[src/rtl/bb3_pkg.sv]
// Package for the 3x3 edge-clipped box blur: shared constants and the
// command and status structs between controller and datapath.
// No dependencies.
`default_nettype none

package bb3_pkg;

  localparam int CH_BITS    = 8;
  localparam int PIX_BITS   = 24;
  localparam int CFG_W_BITS = 11;
  localparam int CFG_H_BITS = 13;
  localparam int CFG_D_BITS = 13;
  localparam int ROW_BITS   = 13;
  localparam int OROW_BITS  = 12;
  localparam int CSUM_BITS  = 10;
  localparam int TSUM_BITS  = 12;
  localparam int NUM_BITS   = 13;
  localparam int CNT_BITS   = 4;
  localparam int DEN_BITS   = 5;
  localparam int QSTEP_BITS = 3;
  localparam int MAX_HEIGHT = 4096;

  localparam logic [CFG_W_BITS-1:0] WIDTH_RST  = 11'd640;
  localparam logic [CFG_H_BITS-1:0] HEIGHT_RST = 13'd480;

  // Configuration register indexes.
  localparam logic REG_WIDTH  = 1'b0;
  localparam logic REG_HEIGHT = 1'b1;

  typedef struct packed {
    logic take;
    logic upd;
    logic start;
    logic step;
    logic load_out;
  } cmd_t;

  typedef struct packed {
    logic skip;
    logic emit;
    logic div_done;
    logic out_free;
  } stat_t;

endpackage

`default_nettype wire

[src/rtl/bb3_ctrl.sv]
// Controller state machine for the box blur: sequences memory read,
// window update, sums, division and result load. Uses bb3_pkg.
`default_nettype none

module bb3_ctrl (
  input  wire logic           clk,
  input  wire logic           rst_n,
  input  wire logic           in_tvalid,
  output logic                in_tready,
  input  wire bb3_pkg::stat_t stat,
  output bb3_pkg::cmd_t       cmd
);
  import bb3_pkg::*;

  localparam logic [2:0] ST_IDLE = 3'd0;
  localparam logic [2:0] ST_RD   = 3'd1;
  localparam logic [2:0] ST_SUM  = 3'd2;
  localparam logic [2:0] ST_DIV  = 3'd3;
  localparam logic [2:0] ST_OUT  = 3'd4;

  logic [2:0] state_r;
  logic [2:0] state_nxt;

  assign in_tready = (state_r == ST_IDLE);

  always_comb begin
    state_nxt = state_r;
    cmd       = '0;
    unique case (state_r)
      ST_IDLE: begin
        // A drain transaction that arrives before the frame is complete
        // is consumed here and has no further effect.
        if (in_tvalid && !stat.skip) begin
          cmd.take  = 1'b1;
          state_nxt = ST_RD;
        end
      end
      ST_RD: begin
        cmd.upd   = 1'b1;
        state_nxt = stat.emit ? ST_SUM : ST_IDLE;
      end
      ST_SUM: begin
        cmd.start = 1'b1;
        state_nxt = ST_DIV;
      end
      ST_DIV: begin
        cmd.step = 1'b1;
        if (stat.div_done) begin
          state_nxt = ST_OUT;
        end
      end
      ST_OUT: begin
        if (stat.out_free) begin
          cmd.load_out = 1'b1;
          state_nxt    = ST_IDLE;
        end
      end
      default: begin
        state_nxt = ST_IDLE;
      end
    endcase
  end

  always_ff @(posedge clk) begin
    if (!rst_n) begin
      state_r <= ST_IDLE;
    end else begin
      state_r <= state_nxt;
    end
  end

  a_div_to_out: assert property (@(posedge clk) disable iff (!rst_n)
    (state_r == ST_DIV && stat.div_done) |=> (state_r == ST_OUT))
    else $error("division finished but no result load followed");

endmodule

`default_nettype wire

[config.mk]
export PLATFORM = sky130hd
export DESIGN_NAME = bb3_ctrl
export DESIGN_NICKNAME = d
export VERILOG_FILES = /design/src/rtl/bb3_pkg.sv /design/src/rtl/bb3_ctrl.sv
export SDC_FILE = /design/constraint.sdc
export NUM_CORES = 1
export LEC_CHECK = 0
export ABC_AREA = 1
export BUFFER_PORTS_ARGS = -buffer_cell sky130_fd_sc_hd__buf_2
export CAP_MARGIN = 20
export CORE_AREA = 5 5 42 44
export DETAILED_ROUTE_END_ITERATION = 10
export DIE_AREA = 0 0 47 49
export PLACE_DENSITY = 0.47
export SKIP_CTS_REPAIR_TIMING = 1
export SLEW_MARGIN = 20
export SYNTH_ARGS = -nofsm -noshare
export SYNTH_HDL_FRONTEND = slang
export SYNTH_SLANG_ARGS = --single-unit
[constraint.sdc]
create_clock -name clk -period 1.1 [get_ports clk]
set_clock_uncertainty 0.2 [all_clocks]
set_input_delay 0.11 -clock clk [delete_from_list [all_inputs] [get_ports clk]]
set_output_delay 0.11 -clock clk [all_outputs]
set_load 0.01 [all_outputs]
==> key figures <==
Run status
  – Result of the run: complete, but fails checks
  – Failing checks: hold timing, setup timing

Cells and area
  – Commonest non-fill, non-tap cells in the layout: 10 x buf_2, 6 x inv_1, 4 x nor2_1
  – Largest regs: state_r: 3 flops
  – Share of post-route cells with drive strength above 1: between 50% and 60%
  – Max reg flops: 3
  – # fillers: 161
  – Nets: ~60
  – Layout area overhead: 101%
  – Most common cell after layout, fill and taps aside: buf_2
  – Largest reg by FF count: state_r
  – Post-route insts no fill: 69
  – N_diodes: 0

Routing
  – Iteration-0 DRC Markers: 3
  – DR vias/cell: ~3.7
  – Routed via count: ~260
  – Routed wire length: between 500 and 600 um
  – Residual DRC count: 0
  – Drt pass-1 iters: 3
  – Per-cell routed wire length: a little over 8 um
  – Post-DRT Antenna Nets: 0

Critical path
  – Startpoint types: flop
  – CP max stage cell: dfxtp_4
  – Worst setup startpoint: state_r[2]
  – Setup crit end kind: output pin
  – Kind of critical path: flop to output pin
  – CP peak stage delay: approximately 0.36 ns
  – Worst EP arrival: 1.01 ns
  – Worst path bufs/invs: 1
  – Reg2reg start: state_r[0]
  – Delay-heaviest family, CP: flip-flops
  – CP cell instances: nor2_4 -> nand2_2 -> nor2_1 -> buf_2
  – Worst-path maximum fanout: 5
  – CP required: roughly 0.79 ns

Global routing
  – Largest net degree at the start of global routing: 6
  – Vias in the first global route: 226
  – First-pass GRT wire length: roughly 900 um
  – Initial antenna violation count: 0
  – Grt ovf: 0
  – GRT Util Overall: under 10%

Placed design
  – Final HPWL DP: 456 um
  – Number of instances in the placed design: 62
  – PortBufs: 12
  – Final GP Congestion: approximately 0.68

Clock network
  – CTS root buffer: clkbuf_4
  – Worst-skew pair later-pin latency: 0.23 ns
  – CTS sink cnt: 3
  – Clock transition at path regs: roughly 0.040 ns
  – Num CTS Buffers: 3
  – Bufs on Longest Clock Path: 2
  – H-tree depth: 1
  – CTS tree: done

Pwr
  – Pwr per Cell Area: between 1000 and 1500 nW/um^2
  – Total power: 0.444 mW
  – Flop pwr share: 29.0%
  – Clock power share: 44.0%
  – Cell Int Power: ~0.31 mW
  – VDD IR max: about 0.00072 V
  – Switching Share: between 20% and 30%
  – Net Switching: 0.131 mW
  – Combinational power share: a little over a quarter
  – Static leakage: 0.205 nW

Synth
  – Mapped Area: slightly below 200 um^2
  – Syn nets: 40
  – Synth Register Bits: 3
  – Distinct cell type count after synthesis: 14
  – Syn_area_per_cell: 5.88 um^2
  – Sequential fraction of the synthesis area: a little under a third
  – Synth Instances: 33
  – Yosys warning count: 0

STA
  – Final hold violation count: 1
  – Worst setup margin: -0.215 ns
  – Final TNS setup: -1.10 ns
  – # setup viols final: 7
  – Worst Max-Slew Pin Slew: 0.167 ns
  – Max Slew Vio Count: 0
  – RSZ-0062 raised after global routing: yes
  – F_max: ~760 MHz
  – Hold_ws: -0.000840 ns
  – Slew headroom: 88.8%
  – Crit share post-route: 120%
  – Tmin final: 1.32 ns

Floorplanning
  – Die Y: around 49 um
  – # rows: 14
  – Die X-Extent: 47 um
  – DIE AREA: between 2000 and 2500 um^2
  – Initial Util: ~14%
  – # IOs: 13
  – Core area: ~1400 um^2

Min path
  – Worst hold path type: input pin to flop
  – Worst hold start: stat[1]

Flow run
  – Max cap viols: 0
-- area by class of cell --
class,count,area [um^2],area share [%]
well taps,16,20.0,5.13
repair buffers,17,115,29.5
inverters,8,30.0,7.69
clock buffers,4,26.3,6.73
flip-flops and latches,3,71.3,18.3
multi-input cells,21,128,32.7
-- tightest hold or removal path, delay by kind of cell --
family                 cells  cell delay (ns)
AOI/OAI and AO/OA          1             0.10
buffers and inverters      2             0.14
and+or+nand+nor            1             0.04
-- synth_stat cells, drive strengths merged --
cell,instances,share of area (%)
nor3,1,2.6
inv,8,15
a31oi,1,3.2
nor4,1,3.2
nand2,5,9.7
nor2,7,15
o21ai,2,5.2
dfxtp,3,31
nand3,2,5.2
a21oi,1,2.6
buf,1,3.9
nand4,1,3.2
-- power groups by stage --
| stage | Combinational [mW] | Sequential, mW | Clock (mW) |
|---|---|---|---|
| 2_1_floorplan | 0.0592 | 0.128 | 0 |
| 3_3_place_gp | 0.0999 | 0.130 | 0 |
| 3_5_place_dp | 0.0999 | 0.130 | 0 |
| 4_1_cts | 0.100 | 0.128 | 0.208 |
| 5_1_grt | 0.134 | 0.132 | 0.226 |
| 6_report | 0.120 | 0.129 | 0.195 |
-- per-stage QoR --
| step | setup WS, ns | area [um^2] | util [%] |
|---|---|---|---|
| after floorplan | 0.00787 | 206 | - |
| after global placement | -0.0795 | 294 | 21.0 |
| after detailed placement | -0.0797 | 294 | 21.0 |
| after CTS | -0.298 | 320 | 22.9 |
| after global routing | -0.280 | 390 | 27.9 |
| final | -0.215 | 390 | 27.9 |
-- worst paths after layout --
kind | cells past startpoint | to | slack (ns)
setup / recovery | 4 | cmd[4] | -0.22
hold / removal | 4 | state_r[1] | -0.0008
setup reg to reg | 4 | state_r[0] | -0.05
hold reg to reg | 2 | state_r[2] | 0.41
-- routing by layer --
layer	wire length, um	share of wire, %	GRT usage, %	up-vias
li1	-	-	-	143
met1	225	41	5.70	108
met2	270	49	8.82	7
met3	59	11	5.54	0
met4	0	0	0	0
met5	0	0	0	-
-- cell families after synthesis --
family / after synthesis / share of synthesized area (%)
flip-flops: 3 / 31.0
buffers and inverters: 9 / 19.4
AND/OR/NAND/NOR: 17 / 38.7
AO/OA/AOI/OAI: 4 / 11.0
(Power assumes the default switching activity.)
